===== config.mk =====
export PLATFORM = sky130hd
export DESIGN_NAME = date_validate_number_add_days
export DESIGN_NICKNAME = d
export VERILOG_FILES = /design/src/rtl/dvnad_pkg.sv /design/src/rtl/dvnad_useq.sv /design/src/rtl/date_validate_number_add_days.sv
export SDC_FILE = /design/constraint.sdc
export NUM_CORES = 1
export LEC_CHECK = 0
export BUFFER_PORTS_ARGS = -buffer_cell sky130_fd_sc_hd__buf_2
export CAP_MARGIN = 5
export CORE_UTILIZATION = 45
export CTS_CLUSTER_DIAMETER = 150
export DETAILED_ROUTE_END_ITERATION = 16
export PLACE_DENSITY = 0.71
export SLEW_MARGIN = 20
export SYNTH_ARGS = -nofsm -noshare
export SYNTH_HDL_FRONTEND = slang
export SYNTH_HIERARCHICAL = 1
export SYNTH_SLANG_ARGS = --single-unit

===== constraint.sdc =====
create_clock -name clk -period 9.65 [get_ports clk]
set_input_delay 1.4475 -clock clk [delete_from_list [all_inputs] [get_ports clk]]
set_output_delay 1.4475 -clock clk [all_outputs]
set_load 0.02 [all_outputs]

===== src/rtl/dvnad_pkg.sv =====
// Shared types, constants and microcode program for the date check / add-days block.
// No dependencies; every other RTL file imports this package.
`timescale 1ns / 1ps
`default_nettype none

package dvnad_pkg;

    // Field widths and limits
    localparam int YEAR_MAX   = 16383;
    localparam int ADD_BITS   = 16;
    localparam int DAY_W      = 5;
    localparam int MON_W      = 4;
    localparam int YEAR_W     = 14;
    localparam int DN_W       = 23;
    localparam int ERR_W      = 2;
    localparam int FIRST_YEAR = 1601;

    // Walked year must hold YEAR_MAX + 1 and any 14-bit input year
    localparam int NY_CLOG = $clog2(YEAR_MAX + 2);
    localparam int NY_W    = (NY_CLOG > YEAR_W) ? NY_CLOG : YEAR_W;
    // Remaining days: day of year (<= 366) plus the add count
    localparam int REM_W   = ADD_BITS + 2;
    localparam int DOY_W   = 9;
    localparam int C100_W  = 7;
    localparam int C400_W  = 9;

    // x / 100 as (x * 5243) >> 19, exact for x < 2**14
    localparam int RECIP_100   = 5243;
    localparam int RECIP_W     = 13;
    localparam int RECIP_SHIFT = 19;
    localparam int PROD_W      = YEAR_W + RECIP_W;
    localparam int Q_W         = 8;

    localparam logic [ERR_W-1:0] ERR_OK    = 2'd0;
    localparam logic [ERR_W-1:0] ERR_YEAR  = 2'd1;
    localparam logic [ERR_W-1:0] ERR_MONTH = 2'd2;
    localparam logic [ERR_W-1:0] ERR_DAY   = 2'd3;

    // Program addresses
    typedef logic [3:0] step_t;
    localparam step_t STEP_IDLE   = 4'd0;
    localparam step_t STEP_DIVY   = 4'd1;
    localparam step_t STEP_MODY   = 4'd2;
    localparam step_t STEP_CHECK  = 4'd3;
    localparam step_t STEP_DIVD   = 4'd4;
    localparam step_t STEP_DAYNUM = 4'd5;
    localparam step_t STEP_YEAR   = 4'd6;
    localparam step_t STEP_MONTH  = 4'd7;
    localparam step_t STEP_DONE   = 4'd8;

    typedef enum logic [3:0] {
        OP_IDLE,
        OP_DIVY,
        OP_MODY,
        OP_CHECK,
        OP_DIVD,
        OP_DAYNUM,
        OP_YEAR,
        OP_MONTH,
        OP_DONE
    } op_t;

    typedef enum logic [2:0] {
        CND_NONE,
        CND_START,
        CND_ERR,
        CND_YDONE,
        CND_MDONE,
        CND_OUTFREE
    } cond_t;

    // One control word: datapath op, jump condition, hold-on-false, jump target
    typedef struct packed {
        op_t   op;
        cond_t cond;
        logic  stay;
        step_t target;
    } ucode_t;

    // Status from the datapath to the sequencer
    typedef struct packed {
        logic start;
        logic err;
        logic ydone;
        logic mdone;
        logic out_free;
    } flags_t;

    function automatic ucode_t ucode_rom(input step_t s);
        ucode_t w;
        begin
            unique case (s)
                STEP_IDLE:   w = '{OP_IDLE,   CND_START,   1'b1, STEP_DIVY};
                STEP_DIVY:   w = '{OP_DIVY,   CND_NONE,    1'b0, STEP_IDLE};
                STEP_MODY:   w = '{OP_MODY,   CND_NONE,    1'b0, STEP_IDLE};
                STEP_CHECK:  w = '{OP_CHECK,  CND_ERR,     1'b0, STEP_DONE};
                STEP_DIVD:   w = '{OP_DIVD,   CND_NONE,    1'b0, STEP_IDLE};
                STEP_DAYNUM: w = '{OP_DAYNUM, CND_NONE,    1'b0, STEP_IDLE};
                STEP_YEAR:   w = '{OP_YEAR,   CND_YDONE,   1'b1, STEP_MONTH};
                STEP_MONTH:  w = '{OP_MONTH,  CND_MDONE,   1'b1, STEP_DONE};
                STEP_DONE:   w = '{OP_DONE,   CND_OUTFREE, 1'b1, STEP_IDLE};
                default:     w = '{OP_IDLE,   CND_NONE,    1'b0, STEP_IDLE};
            endcase
            return w;
        end
    endfunction

    function automatic logic is_leap(input logic [1:0] low2,
                                     input logic [C100_W-1:0] c100,
                                     input logic [C400_W-1:0] c400);
        return (low2 == 2'd0) && ((c100 != '0) || (c400 == '0));
    endfunction

    function automatic logic [DAY_W-1:0] month_len(input logic leap,
                                                   input logic [MON_W-1:0] m);
        logic [DAY_W-1:0] r;
        begin
            case (m)
                4'd2:                      r = leap ? 5'd29 : 5'd28;
                4'd4, 4'd6, 4'd9, 4'd11:   r = 5'd30;
                4'd1, 4'd3, 4'd5, 4'd7,
                4'd8, 4'd10, 4'd12:        r = 5'd31;
                default:                   r = 5'd0;
            endcase
            return r;
        end
    endfunction

    // Days before the first of month m
    function automatic logic [DOY_W-1:0] month_start(input logic leap,
                                                     input logic [MON_W-1:0] m);
        logic [DOY_W-1:0] r;
        logic [DOY_W-1:0] adj;
        begin
            adj = (leap && (m > 4'd2)) ? 9'd1 : 9'd0;
            case (m)
                4'd2:    r = 9'd31;
                4'd3:    r = 9'd59;
                4'd4:    r = 9'd90;
                4'd5:    r = 9'd120;
                4'd6:    r = 9'd151;
                4'd7:    r = 9'd181;
                4'd8:    r = 9'd212;
                4'd9:    r = 9'd243;
                4'd10:   r = 9'd273;
                4'd11:   r = 9'd304;
                4'd12:   r = 9'd334;
                default: r = 9'd0;
            endcase
            return r + adj;
        end
    endfunction

endpackage

`default_nettype wire


===== src/rtl/dvnad_useq.sv =====
// Microcode sequencer: step counter, control ROM and conditional jumps.
// Depends on dvnad_pkg (ucode_t, flags_t, ucode_rom).
`timescale 1ns / 1ps
`default_nettype none

module dvnad_useq (
    input  wire logic              clk,
    input  wire logic              rst_n,
    input  wire dvnad_pkg::flags_t flags,
    output dvnad_pkg::ucode_t      uop
);
    import dvnad_pkg::*;

    step_t pc_reg;
    step_t pc_next;
    logic  cond_hit;

    assign uop = ucode_rom(pc_reg);

    always_comb
    begin
        unique case (uop.cond)
            CND_NONE:    cond_hit = 1'b0;
            CND_START:   cond_hit = flags.start;
            CND_ERR:     cond_hit = flags.err;
            CND_YDONE:   cond_hit = flags.ydone;
            CND_MDONE:   cond_hit = flags.mdone;
            CND_OUTFREE: cond_hit = flags.out_free;
            default:     cond_hit = 1'b0;
        endcase
    end

    always_comb
    begin
        if (cond_hit)
        begin
            pc_next = uop.target;
        end
        else if (uop.stay)
        begin
            pc_next = pc_reg;
        end
        else
        begin
            pc_next = pc_reg + step_t'(1);
        end
    end

    always_ff @(posedge clk or negedge rst_n)
    begin
        if (!rst_n)
        begin
            pc_reg <= STEP_IDLE;
        end
        else
        begin
            pc_reg <= pc_next;
        end
    end

endmodule

`default_nettype wire


===== src/rtl/date_validate_number_add_days.sv =====
// Top level: Gregorian date check, day number and add-days walk.
// Depends on dvnad_pkg and dvnad_useq (microcode sequencer).
//
// Usage:
//   Input channel (in_valid/in_ready) carries one item: date_day, date_month,
//   date_year and days_to_add. Output channel (out_valid/out_ready) carries one
//   result item per input item: date_ok, error_code, day_number, the shifted
//   date new_day/new_month/new_year and year_overflow.
//   A small microcode program steps a plain datapath: two constant
//   multiplies give year/100 for the leap test, one step checks the date,
//   two more form the day number, then the year walk subtracts one whole year
//   per cycle and the month walk one month per cycle.
//   An invalid date jumps from the check step straight to the final step.
//   The year loop sets the rate: one item is in work at a time, the next is
//   taken once the program is back at its idle step.
//   The result sits in an output register; the next item is accepted while
//   it waits. If the receiver stalls, the program holds at its final step
//   until the register frees up.
//   Reset returns the program to idle and drops out_valid; no pass is needed.
`timescale 1ns / 1ps
`default_nettype none

module date_validate_number_add_days (
    input  wire logic                             clk,
    input  wire logic                             rst_n,
    input  wire logic                             in_valid,
    output logic                                  in_ready,
    input  wire logic [dvnad_pkg::DAY_W-1:0]      date_day,
    input  wire logic [dvnad_pkg::MON_W-1:0]      date_month,
    input  wire logic [dvnad_pkg::YEAR_W-1:0]     date_year,
    input  wire logic [dvnad_pkg::ADD_BITS-1:0]   days_to_add,
    output logic                                  out_valid,
    input  wire logic                             out_ready,
    output logic                                  date_ok,
    output logic [dvnad_pkg::ERR_W-1:0]           error_code,
    output logic [dvnad_pkg::DN_W-1:0]            day_number,
    output logic [dvnad_pkg::DAY_W-1:0]           new_day,
    output logic [dvnad_pkg::MON_W-1:0]           new_month,
    output logic [dvnad_pkg::YEAR_W-1:0]          new_year,
    output logic                                  year_overflow
);
    import dvnad_pkg::*;

    ucode_t uop;
    flags_t flags;

    // Item registers
    logic [DAY_W-1:0]    day_reg,   day_next;
    logic [MON_W-1:0]    month_reg, month_next;
    logic [YEAR_W-1:0]   year_reg,  year_next;
    logic [ADD_BITS-1:0] add_reg,   add_next;

    // Working registers
    logic [Q_W-1:0]      q_reg,      q_next;
    logic [C100_W-1:0]   c100_reg,   c100_next;   // ny mod 100
    logic [C400_W-1:0]   c400_reg,   c400_next;   // ny mod 400
    logic [ERR_W-1:0]    err_reg,    err_next;
    logic [DOY_W-1:0]    doy_reg,    doy_next;
    logic [REM_W-1:0]    rem_reg,    rem_next;
    logic [NY_W-1:0]     ny_reg,     ny_next;
    logic [MON_W-1:0]    nm_reg,     nm_next;
    logic                over_reg,   over_next;
    logic [DN_W-1:0]     dn_reg,     dn_next;

    // Output register
    logic                out_valid_reg, out_valid_next;
    logic                ok_reg,     ok_next;
    logic [ERR_W-1:0]    oerr_reg,   oerr_next;
    logic [DN_W-1:0]     odn_reg,    odn_next;
    logic [DAY_W-1:0]    oday_reg,   oday_next;
    logic [MON_W-1:0]    omon_reg,   omon_next;
    logic [YEAR_W-1:0]   oyear_reg,  oyear_next;
    logic                oovf_reg,   oovf_next;

    // Combinational helpers
    logic                accept;
    logic                out_free;
    logic                leap_cur;
    logic [PROD_W-1:0]   prod;
    logic [YEAR_W-1:0]   diff;
    logic [YEAR_W-1:0]   mod100;
    logic [DAY_W-1:0]    lim;
    logic [REM_W-1:0]    ylen;
    logic [REM_W-1:0]    mlen;
    logic                ydone;
    logic                mdone;
    logic [DN_W-1:0]     full;

    dvnad_useq u_useq (
        .clk   (clk),
        .rst_n (rst_n),
        .flags (flags),
        .uop   (uop)
    );

    assign in_ready = (uop.op == OP_IDLE);
    assign accept   = in_valid && in_ready;
    assign out_free = !out_valid_reg || out_ready;

    // Leap test of the year currently held in ny_reg (same as year_reg until walked)
    assign leap_cur = is_leap(ny_reg[1:0], c100_reg, c400_reg);
    assign diff     = year_reg - YEAR_W'(FIRST_YEAR);
    assign mod100   = year_reg - YEAR_W'(q_reg) * YEAR_W'(100);
    assign lim      = month_len(leap_cur, month_reg);
    assign ylen     = leap_cur ? REM_W'(366) : REM_W'(365);
    assign mlen     = REM_W'(month_len(leap_cur, nm_reg));
    assign ydone    = over_reg || (rem_reg < ylen);
    assign mdone    = over_reg || (nm_reg == MON_W'(12)) || (rem_reg < mlen);
    assign full     = DN_W'(diff) * DN_W'(365) + DN_W'(diff >> 2)
                      - DN_W'(q_reg) + DN_W'(q_reg >> 2);

    always_comb
    begin
        if (year_reg < YEAR_W'(FIRST_YEAR))
        begin
            err_next = ERR_YEAR;
        end
        else if ((month_reg == '0) || (month_reg > MON_W'(12)))
        begin
            err_next = ERR_MONTH;
        end
        else if ((day_reg == '0) || (day_reg > lim))
        begin
            err_next = ERR_DAY;
        end
        else
        begin
            err_next = ERR_OK;
        end
    end

    always_comb
    begin
        flags.start    = in_valid;
        flags.err      = (err_next != ERR_OK);
        flags.ydone    = ydone;
        flags.mdone    = mdone;
        flags.out_free = out_free;
    end

    // Datapath: one op per control word
    always_comb
    begin
        day_next   = day_reg;
        month_next = month_reg;
        year_next  = year_reg;
        add_next   = add_reg;
        q_next     = q_reg;
        c100_next  = c100_reg;
        c400_next  = c400_reg;
        doy_next   = doy_reg;
        rem_next   = rem_reg;
        ny_next    = ny_reg;
        nm_next    = nm_reg;
        over_next  = over_reg;
        dn_next    = dn_reg;
        prod       = '0;

        unique case (uop.op)
            OP_IDLE:
            begin
                if (accept)
                begin
                    day_next   = date_day;
                    month_next = date_month;
                    year_next  = date_year;
                    add_next   = days_to_add;
                    ny_next    = NY_W'(date_year);
                    nm_next    = MON_W'(1);
                end
            end
            OP_DIVY:
            begin
                prod   = PROD_W'(year_reg) * PROD_W'(RECIP_100);
                q_next = Q_W'(prod >> RECIP_SHIFT);
            end
            OP_MODY:
            begin
                c100_next = C100_W'(mod100);
                c400_next = C400_W'(mod100) + C400_W'(q_reg[1:0]) * C400_W'(100);
            end
            OP_CHECK:
            begin
                doy_next = month_start(leap_cur, month_reg) + DOY_W'(day_reg);
                rem_next = REM_W'(doy_next) - REM_W'(1) + REM_W'(add_reg);
            end
            OP_DIVD:
            begin
                prod   = PROD_W'(diff) * PROD_W'(RECIP_100);
                q_next = Q_W'(prod >> RECIP_SHIFT);
            end
            OP_DAYNUM:
            begin
                dn_next   = full + DN_W'(doy_reg);
                over_next = (ny_reg > NY_W'(YEAR_MAX));
            end
            OP_YEAR:
            begin
                if (!ydone)
                begin
                    rem_next  = rem_reg - ylen;
                    ny_next   = ny_reg + NY_W'(1);
                    c100_next = (c100_reg == C100_W'(99)) ? '0 : c100_reg + C100_W'(1);
                    c400_next = (c400_reg == C400_W'(399)) ? '0 : c400_reg + C400_W'(1);
                    over_next = (ny_next > NY_W'(YEAR_MAX));
                end
            end
            OP_MONTH:
            begin
                if (!mdone)
                begin
                    rem_next = rem_reg - mlen;
                    nm_next  = nm_reg + MON_W'(1);
                end
            end
            OP_DONE:
            begin
            end
            default:
            begin
            end
        endcase
    end

    // Output register load
    always_comb
    begin
        out_valid_next = out_ready ? 1'b0 : out_valid_reg;
        ok_next        = ok_reg;
        oerr_next      = oerr_reg;
        odn_next       = odn_reg;
        oday_next      = oday_reg;
        omon_next      = omon_reg;
        oyear_next     = oyear_reg;
        oovf_next      = oovf_reg;
        if ((uop.op == OP_DONE) && out_free)
        begin
            out_valid_next = 1'b1;
            oerr_next      = err_reg;
            if (err_reg != ERR_OK)
            begin
                ok_next    = 1'b0;
                odn_next   = '0;
                oday_next  = '0;
                omon_next  = '0;
                oyear_next = '0;
                oovf_next  = 1'b0;
            end
            else if (over_reg)
            begin
                // saturate past the last year
                ok_next    = 1'b1;
                odn_next   = dn_reg;
                oday_next  = DAY_W'(31);
                omon_next  = MON_W'(12);
                oyear_next = YEAR_W'(YEAR_MAX);
                oovf_next  = 1'b1;
            end
            else
            begin
                ok_next    = 1'b1;
                odn_next   = dn_reg;
                oday_next  = DAY_W'(rem_reg + REM_W'(1));
                omon_next  = nm_reg;
                oyear_next = YEAR_W'(ny_reg);
                oovf_next  = 1'b0;
            end
        end
    end

    always_ff @(posedge clk)
    begin
        day_reg   <= day_next;
        month_reg <= month_next;
        year_reg  <= year_next;
        add_reg   <= add_next;
        q_reg     <= q_next;
        c100_reg  <= c100_next;
        c400_reg  <= c400_next;
        doy_reg   <= doy_next;
        rem_reg   <= rem_next;
        ny_reg    <= ny_next;
        nm_reg    <= nm_next;
        over_reg  <= over_next;
        dn_reg    <= dn_next;
        ok_reg    <= ok_next;
        oerr_reg  <= oerr_next;
        odn_reg   <= odn_next;
        oday_reg  <= oday_next;
        omon_reg  <= omon_next;
        oyear_reg <= oyear_next;
        oovf_reg  <= oovf_next;
        if (uop.op == OP_CHECK)
        begin
            err_reg <= err_next;
        end
    end

    always_ff @(posedge clk or negedge rst_n)
    begin
        if (!rst_n)
        begin
            out_valid_reg <= 1'b0;
        end
        else
        begin
            out_valid_reg <= out_valid_next;
        end
    end

    assign out_valid     = out_valid_reg;
    assign date_ok       = ok_reg;
    assign error_code    = oerr_reg;
    assign day_number    = odn_reg;
    assign new_day       = oday_reg;
    assign new_month     = omon_reg;
    assign new_year      = oyear_reg;
    assign year_overflow = oovf_reg;

    // Checks
    a_ok_code: assert property (@(posedge clk) disable iff (!rst_n)
        out_valid && date_ok |-> error_code == ERR_OK)
        else $error("valid date with nonzero error code");

    a_bad_zero: assert property (@(posedge clk) disable iff (!rst_n)
        out_valid && !date_ok |-> day_number == '0 && new_year == '0 && !year_overflow)
        else $error("invalid date with nonzero result");

    a_ovf_sat: assert property (@(posedge clk) disable iff (!rst_n)
        out_valid && year_overflow |-> new_month == MON_W'(12) && new_day == DAY_W'(31))
        else $error("overflow result not saturated");

    a_month_rng: assert property (@(posedge clk) disable iff (!rst_n)
        uop.op == OP_MONTH |-> nm_reg != '0 && nm_reg <= MON_W'(12))
        else $error("month walk out of range");

    a_rise_done: assert property (@(posedge clk) disable iff (!rst_n)
        $rose(out_valid) |-> $past(uop.op == OP_DONE))
        else $error("result appeared outside final step");

endmodule

`default_nettype wire


Word-level counts from Yosys, hierarchy flattened:

Memories as Yosys holds them, arrays and structs flattened. A register that Yosys moved wholly into a read port is not among the register bits.
Index checks and enable logic that the tools add are counted.

* equality and inequality tests: 43
* multiplexer cells: 38
* reduce and logical (&&, ||, !) cells: 38
* shift-type cells: 0
* bitwise operators: 0
* order comparisons: 8
* add/subtract/negate cells: 19
* $mul: 5
* divide/modulo/power cells: 0

Operators with widths (number)
* $mul A14 B13 Y27 const B: 2
* $pmux W18 S3: 1
* $eq A4 B3 Y1 const B: 12
* $eq A4 B4 Y1 const B: 11
* $mux W18: 2
* $gt A15 B14 Y1 const B: 2
* $mux W15: 2
* $pmux W15 S2: 1
* $pmux W5 S3: 2
* $mux W9: 3
* $eq A4 B2 Y1 const B: 6
* $mux W4: 6
* $add A23 B12 Y23: 1
* $add A23 B6 Y23: 1
* $add A23 B9 Y23: 1
* $mul A14 B9 Y23 const B: 1
* $sub A23 B8 Y23: 1
* $add A10 B17 Y18: 1
* $lt A18 B5 Y1: 1
* $lt A18 B9 Y1: 1
* $pmux W9 S2: 1
* $sub A18 B5 Y18: 1
* $sub A18 B9 Y18: 1
* $pmux W8 S2: 1
* other kinds (49): 89

* memories kept: 2
* output and inout port bits: 52
* ROM bits: 336
* latch bits: 0
* bits in writable memories: 0
* flip-flop bits (word level): 190

Memories
* (name not given): depth 16, bits a word 12, rd ports 1, clocked after memory_dff 0, wr ports 0, line dvnad_pkg.sv:92 `unique case (s)`
* (name not given): depth 16, bits a word 9, rd ports 1, clocked after memory_dff 1, wr ports 0, line dvnad_pkg.sv:136 `case (m)`

Longest topological paths before layout:

Gate-level depths: netlist of run 1.

* depth in word-level cells: 13
* gate-level depth with buffers: 28
* depth with buffers taken out: 28

Hierarchy:

Netlist of run 1, hierarchy kept.

Modules (own cells, without submodules)
* date_validate_number_add_days: area each 21111.5 µm², cells each 1998, times used 1
* dvnad_useq: area each 518.0 µm², cells each 60, times used 1

Worst setup path before layout of run 1:

Ideal clock, no wire load.

* path kind: reg-to-reg
* start point: register year_reg[2]
* end point: register q_reg[7] (data pin)
* clock period less this slack: 6.862 ns
* data arrival time: 6.591 ns
* setup time: 0.271 ns
* cell stages (with the launch flop): 26
* slack: 2.788 ns
* buffers on the path: 0
* cells stage by stage: edfxtp_1 -> inv_1 -> ha_1 -> a21boi_0 -> o21ai_0 -> a21oi_1 -> nand2_1 -> xnor2_1 -> inv_1 -> fa_1 -> inv_1 -> ha_1 -> inv_1 -> fa_1 -> fa_1 -> inv_1 -> fa_1 -> ha_1 -> and4_1 -> a41oi_1 -> nor3_1 -> nor3_1 -> o31ai_1 -> a21oi_1 -> xnor2_1 -> mux2i_1

* longest elaborated chain between the ends: 3
* elaborated cells between the ends (all ways): 4
* those cells by class: add/sub: 1; mul: 2; mux: 1

RTL lines
* start, declared: line date_validate_number_add_days.sv:50 `logic [YEAR_W-1:0] year_reg, year_next;`
* start signal, assigned: line date_validate_number_add_days.sv:275 `year_reg <= year_next;`
* $sub A14 B11 Y14: line date_validate_number_add_days.sv:102 `assign diff = year_reg - YEAR_W'(FIRST_YEAR);`
* $mul A14 B13 Y27: line date_validate_number_add_days.sv:189 `prod = PROD_W'(diff) * PROD_W'(RECIP_100);`
* $pmux W8 S2 (*): line date_validate_number_add_days.sv:159 `unique case (uop.op)`
* via q_next[7]: line date_validate_number_add_days.sv:54 `logic [Q_W-1:0] q_reg, q_next;`
* end signal, assigned: line date_validate_number_add_days.sv:277 `q_reg <= q_next;`
* end, declared: line date_validate_number_add_days.sv:54

Mark *: on every way through the listed nets, which the timed path passes. The rest lies on a longest branch.
A chain may end at the register's enable or synchronous reset.

Worst setup path after layout of run 1:

* start point: register year_reg[2]
* end point: register dn_reg[17] (data pin)

* longest elaborated chain between the ends: 6

RTL lines
* $sub A14 B11 Y14 (*): line date_validate_number_add_days.sv:102
* $mul A14 B9 Y23: line date_validate_number_add_days.sv:109 `assign full = DN_W'(diff) * DN_W'(365) + DN_W'(diff >> 2)`
* $add A23 B12 Y23 (*): line date_validate_number_add_days.sv:109
* $sub A23 B8 Y23 (*): line date_validate_number_add_days.sv:110 `- DN_W'(q_reg) + DN_W'(q_reg >> 2);`
* $add A23 B6 Y23 (*): line date_validate_number_add_days.sv:110
* $add A23 B9 Y23 (*): line date_validate_number_add_days.sv:194 `dn_next = full + DN_W'(doy_reg);`
* end signal, assigned: line date_validate_number_add_days.sv:285 `dn_reg <= dn_next;`
* end, declared: line date_validate_number_add_days.sv:63 `logic [DN_W-1:0] dn_reg, dn_next;`

Every way passes the cells marked *; elsewhere a longest branch is shown, timed or not.

==> results of run 1 <==
-- worst max path at each step --
stage	from	end	slack, ns	cells after the start
floorplan	year_reg[2]	q_reg[7]	2.79	25
global placement	year_reg[2]	q_reg[7]	2.27	25
detailed placement	year_reg[2]	dn_reg[17]	2.07	23
CTS	year_reg[2]	dn_reg[17]	2.07	23
global route	year_reg[2]	q_reg[7]	1.53	25
finish	year_reg[2]	dn_reg[17]	2.09	23
-- per-layer routing --
| layer | vias to the layer above | GRT usage, % |
|---|---|---|
| met5 | - | 0 |
| li1 | 7007 | - |
| met2 | 336 | 34.4 |
| met3 | 61 | 3.53 |
| met1 | 7048 | 25.2 |
| met4 | 2 | 5.14 |
-- cells in the final DEF (no fill, tap or decap), types with 8 or more instances in the layout --
cell type / instances
nor3_1: 22
xnor2_1: 81
buf_2: 94
inv_1: 422
clkbuf_16: 17
o21ai_0: 73
o211ai_1: 13
nor2_1: 108
nor2b_1: 12
o22ai_1: 11
a31oi_1: 12
ha_1: 350
edfxtp_1: 185
nand3_1: 34
xor2_1: 55
nand2_1: 99
nor4_1: 8
and2_1: 28
fa_1: 220
a21boi_0: 8
a21o_1: 16
a211oi_1: 13
buf_4: 20
mux2i_1: 17
o21a_1: 11
dfxtp_1: 9
a21oi_1: 66
nand4_1: 10
nand2b_1: 9
-- critical path: cells and delay by family, from the launching register on --
kind                       cells  cell delay (ns)
adders and majority gates      7             2.96
AOI/OAI and AO/OA              7             1.33
buffers and inverters          5             0.83
xor gates and xnor gates       2             0.99
DFF                            1             0.57
and+or+nand+nor                2             0.66
-- through the flow --
stage | utilization [%] | instance area [sq um] | setup WS, ns | std cells | hold WS (ns)
4_1_cts | 50.0 | 23500 | 2.07 | 2771 | 0.467
6_report | 50.0 | 23500 | 2.09 | 2772 | 0.465
3_3_place_gp | 48.7 | 22900 | 2.27 | 2739 | 0.423
5_1_grt | 50.0 | 23500 | 1.53 | 2771 | 0.487
3_5_place_dp | 48.7 | 22900 | 2.07 | 2739 | 0.439
2_1_floorplan | - | 21600 | 2.79 | 2054 | 0.417
-- final cells by class --
class                      instances  area (sq um)  share of cell area [%]
clock inverter                    15           203                   0.863
sequential                       199          5860                    25.0
inverter                         424          1590                    6.79
multi-input combinational       1395         14000                    59.7
timing repair buffer             114           621                    2.64
antenna                            1          2.50                  0.0107
tap                              607           759                    3.23
clock buffer                      17           425                    1.81
==> flow_summary.ini, run 1 <==
[route]
drt-pass1-iter-count = 5
met1_length_mm = 20.5
avgRoutedWirePerCell_um = 16.8
routed.top_layer = met5
wl_met2_mm = 22.7
wl_met3_mm = 2.40
routed_wl_mm = 46.5
drc_errors = 0
via_per_inst = 5.21
drtAntennaViolNets = 0
drt-initial-drc-count = 735
num_vias = 14500

[timing]
period_needed_ns = 7.56
hold_violations = 0
setup_viol = 0
rsz0062_at_grt = no
tns_ns = 0
max_freq_mhz = 132
skew_ns = 0.0242
slew_headroom_pct = 30.6
fin_crit_sh_pct = 78.3
maxSlewViolCount = 0
worst_pin_slew_ns = 1.04

[grt]
grt_max_degree = 51
grt_pass1_wl_mm = 77.1
grt_pass1_vias = 15400
track_usage_pct = 19.7
grt_overflow_total = 0
antenna_found_initial = 1

[die]
core.rowCount = 79
core_area_sq_um = 47000
start_util_pct = 46.0
dieArea_sq_um = 48900
io_pins = 95
die_h_um = 221
die_width_um = 221

[worst_setup_path]
slowest_stage = xnor2_1
path_cells = inv_1, ha_1, a21boi_0, xnor2_1, inv_1, fa_1, inv_1, fa_1, ha_1, fa_1, inv_1, fa_1, inv_1, ha_1, a21oi_1, o211ai_1, or4_1, a31oi_1, o21ai_0, and2_1, a21oi_1, o21ai_0, xor2_1
crit_arrival_ns = 7.76
r2r-start = year_reg[2]
reg2regPathDepth = 23
crit_type = register to register
max_stage_delay_ns = 0.83
crit_path_start_kind = register
cp_common_cell = inv_1
timing.rr.end = dn_reg[17]
ff2ff_setup_slack_ns = 2.09
required_ns = 9.85
setup.worst_path.end_class = register
worstPathMaxFanout = 8

[placed_design]
dp_hpwl_mm = 38.9
gp_congestion = 0.923
io_buffers = 94

[synthesis]
yosysWarningCount = 6
avgSynthCellArea_sq_um = 10.5
synth.cell_area_sq_um = 21600
synth_cells = 2054
syn_nets = 2667

[clock_network]
ctsHtreeMaxLevel = 4
clockBufferDepth = 2
cts_resized = 0
cts_tree = done
numCtsBuffers = 17
clock_latency_ns = 0.46
cts.sinks = 199
postCtsHoldBufs = 0
path_clk_slew_ns = 0.08
post_cts_buffers = 0
root_buffer = clkbuf_16

[cells_and_area]
fillCellCount = 4137
nNetsFinal = 2764
syn_to_final_growth_pct = 8.68
drive_gt1_share_pct = 8.78

[flow_run]
cap_violations = 0

[worst_hold_path]
whs_endpoint = error_code[0]
hold_depth = 0
hp-start = err_reg[0]
hold_path.class = register to register

[status]
outcome = completed
Power of run 1 is left out: the tool's default activity adds up to more than one toggle a clock period on the data nets, which glitch-free logic cannot reach.
==> inputs of run 2 (changes only) <==
- PLACE_DENSITY: 0.71 -> 0.74
- clock period: 9.65 -> 6.61 ns (I/O delays scaled with it)
==> run 2 against run 1 <==
  * Final cell count rose by 1.7%
  * Clock skew is 0.0030 ns lower
  * Critical path depth is the same
  * First-iteration DRC count shrank 12%
  * Wire length is 5.7% higher
  * Critical endpoint is now dn_reg[21]
==> flow_summary.ini, run 2 (same netlist as run 1, synthesis figures left out) <==
[route]
avgRoutedWirePerCell_um = 17.4
routed_wl_mm = 49.1
drc_errors = 0
drt-initial-drc-count = 648
num_vias = 14800
via_per_inst = 5.24
drt-pass1-iter-count = 5
drtAntennaViolNets = 0

[grt]
grt_pass1_wl_mm = 80.7
grt_pass1_vias = 15700
grt_overflow_total = 0
track_usage_pct = 20.8
antenna_found_initial = 2
grt_max_degree = 49

[cells_and_area]
stdcell_count = 2819
fillCellCount = 4001
syn_to_final_growth_pct = 11.7
nNetsFinal = 2811
final_common_cell = inv_1
register_area_sq_um = 5860
fin_util_pct = 51.4
drive_gt1_share_pct = 12.5
multiInputGateArea_sq_um = 14300
final_cell_mix = inv_1 (417), ha_1 (348), fa_1 (220)

[placed_design]
io_buffers = 94
placed_cells_incl_taps = 2771
dp_hpwl_mm = 40.9
gp_congestion = 0.961

[clock_network]
postCtsHoldBufs = 0
clockBufferDepth = 2
numCtsBuffers = 17
clock_latency_ns = 0.47
root_buffer = clkbuf_16
path_clk_slew_ns = 0.08
ctsHtreeMaxLevel = 4
cts.sinks = 199
cts_tree = done

[worst_setup_path]
required_ns = 6.82
crit_type = register to register
crit_arrival_ns = 6.55
worstPathMaxFanout = 6
setup.worst_path.end_class = register
ff2ff_setup_slack_ns = 0.27
crit_path_start_kind = register

[die]
start_util_pct = 46.0
dieArea_sq_um = 48900
core_area_sq_um = 47000
die_h_um = 221
io_pins = 95
core.rowCount = 79
die_width_um = 221

[worst_hold_path]
hold_path.class = input pin to asynchronous set/reset pin

[timing]
worst_pin_slew_ns = 1.01
skew_ns = 0.0212
hold_violations = 0
maxSlewViolCount = 0
max_freq_mhz = 158
period_needed_ns = 6.34
slew_headroom_pct = 32.4
fin_crit_sh_pct = 95.9
setup_viol = 0

[status]
outcome = completed

[flow_run]
cap_violations = 0
[run 2: changes by cell type in the layout (fill, tap and decap cells not counted), sizes merged]
cell,change
buf,+47
clkinv,-2
inv,+1
bufinv,+2
clkinvlp,-1
[run 2: layout make-up]
class	count	share of cell area [%]
Antenna cell	1	0.0104
Inverter	424	6.62
Tap cell	607	3.15
Sequential cell	199	24.3
Timing Repair Buffer	161	4.06
Clock inverter	15	0.845
Multi-Input combinational cell	1395	59.3
Clock buffer	17	1.76
[run 2: worst max-delay path: stages (launching register included)]
cell	delay [ns]
edfxtp_1	0.41
inv_2	0.13
ha_1	0.15
a21boi_2	0.19
o21ai_2	0.09
buf_4	0.14
xnor2_2	0.17
inv_2	0.07
fa_1	0.51
inv_1	0.07
fa_1	0.50
fa_1	0.54
fa_1	0.44
fa_1	0.56
ha_2	0.31
nand3_1	0.09
o211ai_1	0.10
or4_1	0.50
a31oi_4	0.25
o21ai_0	0.19
nand4_1	0.14
nand3_1	0.12
a211o_1	0.28
xor2_1	0.14
[run 2: timing repair]
item,CTS,global route
endpoints found under the setup margin,14,15
hold endpoints to repair,0,0
setup buffers,6,9
cloned,0,0
pin swaps,5,17
resized for setup,8,35
[run 2: path summary, 6_finish.rpt]
path,startpoint,end,cells after the start
max,year_reg[2],dn_reg[21],23
min,rst_n,out_valid,1
max reg2reg,year_reg[2],dn_reg[21],23
min reg2reg,err_reg[0],error_code[0],0
max in group asynchronous,rst_n,u_useq/pc_reg[3],1
min in group clk,err_reg[0],error_code[0],0
[run 2: routing by layer]
layer	up-vias	wire, um	global-route usage (%)
li1	7112	-	-
met1	7284	21300	25.9
met2	301	24800	37.1
met3	61	1960	3.61
met4	2	1100	5.46
met5	-	13	0
[run 2: through the flow]
step	TNS [ns]	area [sq um]	worst slack, ns	hold slack (ns)
2_1_floorplan	0	21700	0.00732	0.417
3_3_place_gp	-0.171	23200	-0.0950	0.424
3_5_place_dp	-2.33	23200	-0.365	0.428
4_1_cts	0	23900	0.0372	0.333
5_1_grt	-0.282	24100	-0.0722	0.335
6_report	0	24100	0.271	0.351
Power of run 2 is left out for the same reason.
==> inputs of run 3 (changes only) <==
- ABC_AREA: not set -> 1
==> run 3 against run 2 <==
  * Clock-buffer cell count stayed put
  * Worst setup slack better by 0.085 ns
  * Clock skew is 0.0047 ns lower
  * Via count grew 16%
  * Hold slack got worse by 0.036 ns
  * Wire length increased by 12%
  * Global-route usage up 1.5 points
  * Register-to-register slack better by 0.09 ns
  * Design area up 3.3%
  * Critical path type unchanged
  * Synthesized cell count is 22% higher
  * Critical endpoint is now dn_reg[20]
  * Fmax grew 1.4%
==> flow_summary.ini, run 3 <==
[cells_and_area]
fillCellCount = 4474
final_common_cell = inv_1
design_area_sq_um = 24900
drive_gt1_share_pct = 8.70
nNetsFinal = 3256
antenna_cells = 0
final_cell_mix = inv_1 (586), ha_1 (350), nand2_1 (339)
syn_to_final_growth_pct = 10.1

[worst_setup_path]
crit_type = register to register
crit_path_start_kind = register
r2r-start = year_reg[0]
reg2regPathDepth = 26
crit_path_end = dn_reg[20]
setup.worst_path.end_class = register
crit_path_start = year_reg[0]
required_ns = 6.82
worstPathMaxFanout = 12
ff2ff_setup_slack_ns = 0.36
crit_arrival_ns = 6.47
timing.rr.end = dn_reg[20]

[timing]
skew_ns = 0.0164
hold_violations = 0
slew_headroom_pct = 30.3
max_freq_mhz = 160
fin_crit_sh_pct = 94.6
worst_pin_slew_ns = 1.04
setup_viol = 0
period_needed_ns = 6.25
maxSlewViolCount = 0
tns_ns = 0
whs_ns = 0.315

[grt]
grt_max_degree = 51
antenna_found_initial = 3
grt_pass1_vias = 17300
grt_overflow_total = 0
grt_pass1_wl_mm = 88.5
track_usage_pct = 22.3

[die]
die_width_um = 226
start_util_pct = 46.0
core.rowCount = 81
dieArea_sq_um = 51200
die_h_um = 226
io_pins = 95
core_area_sq_um = 49300

[clock_network]
ctsHtreeMaxLevel = 4
root_buffer = clkbuf_16
clockBufferDepth = 2
clock_latency_ns = 0.47
path_clk_slew_ns = 0.08
cts_tree = done
numCtsBuffers = 17
cts.sinks = 199
postCtsHoldBufs = 0

[synthesis]
synth_cells = 2501
syn_nets = 3114
avgSynthCellArea_sq_um = 9.05
synth.cell_area_sq_um = 22600
yosysWarningCount = 6

[route]
via_per_inst = 5.15
drt-pass1-iter-count = 6
drtAntennaViolNets = 0
drc_errors = 0
num_vias = 17100
routed_wl_mm = 54.9
drt-initial-drc-count = 1052
avgRoutedWirePerCell_um = 16.5

[placed_design]
io_buffers = 94
placed_cell_area_sq_um = 24200
gp_congestion = 0.952
dp_hpwl_mm = 46.5

[flow_run]
cap_violations = 0

[worst_hold_path]
hold_path.class = input pin to asynchronous set/reset pin

[status]
outcome = completed
run 3: cell types whose count changed in the layout (fill, tap and decap cells not counted), sizes merged, moves of 51 or more:
cell / change
nand2: +252
xnor2: -54
inv: +170
nor2: +56
a21oi: +66
nand3: +79
o21ai: +51
run 3: cell type report:
class | instances | area (sq um) | share of cell area [%]
Clock inverter | 15 | 195 | 0.783
Tap cell | 664 | 831 | 3.33
Sequential cell | 199 | 5860 | 23.5
Timing Repair Buffer | 142 | 835 | 3.35
Inverter | 598 | 2240 | 9.01
Clock buffer | 17 | 425 | 1.71
Multi-Input combinational cell | 1685 | 14500 | 58.3
run 3: worst min path at each step:
stage               start          endpoint  slack [ns]
3_5_place_dp   err_reg[1]     error_code[1]        0.45
2_1_floorplan  err_reg[1]     error_code[1]        0.43
3_3_place_gp   err_reg[1]     error_code[1]        0.43
5_1_grt             rst_n  u_useq/pc_reg[0]        0.30
4_1_cts             rst_n  u_useq/pc_reg[0]        0.30
6_report            rst_n  u_useq/pc_reg[0]        0.31
run 3: per-stage QoR:
| step | instances | worst slack [ns] | util, % |
|---|---|---|---|
| after floorplan | 2501 | 0.00802 | - |
| after detailed placement | 3284 | 0.184 | 49.2 |
| after global placement | 3284 | 0.260 | 49.2 |
| after CTS | 3316 | 0.140 | 50.4 |
| after global routing | 3320 | -0.00612 | 50.6 |
| final | 3320 | 0.356 | 50.6 |
run 3: layer usage:
metal | GRT usage (%) | routed length [um] | share of wire (%) | vias to the layer above
met5 | 0 | 33 | 0.060 | -
met4 | 7.43 | 1600 | 2.9 | 6
met3 | 3.85 | 2670 | 4.9 | 88
met2 | 38.5 | 27000 | 49 | 460
met1 | 28.2 | 23500 | 43 | 8203
li1 | - | - | - | 8338
run 3: worst max-delay path: stages (launching register included):
cell,delay (ns)
edfxtp_1,0.40
buf_4,0.23
nand2_1,0.09
nand2_1,0.08
nand2_1,0.08
nand2_1,0.11
a21oi_1,0.22
nand2_1,0.16
xor2_1,0.27
inv_2,0.12
ha_1,0.33
inv_1,0.07
fa_1,0.54
inv_1,0.05
fa_1,0.47
inv_1,0.05
fa_1,0.53
inv_1,0.05
fa_1,0.47
ha_1,0.39
nand2_1,0.11
nor4_2,0.34
a21oi_2,0.12
o21ai_1,0.21
a21boi_0,0.17
o21ai_0,0.23
xor2_1,0.11
run 3: repair_timing:
action                                  CTS  global route
buffers inserted                          0             4
gates resized for setup                   0            19
endpoints found under the hold margin     0             0
endpoints found under the setup margin    0            13
Power of run 3 is left out for the same reason.
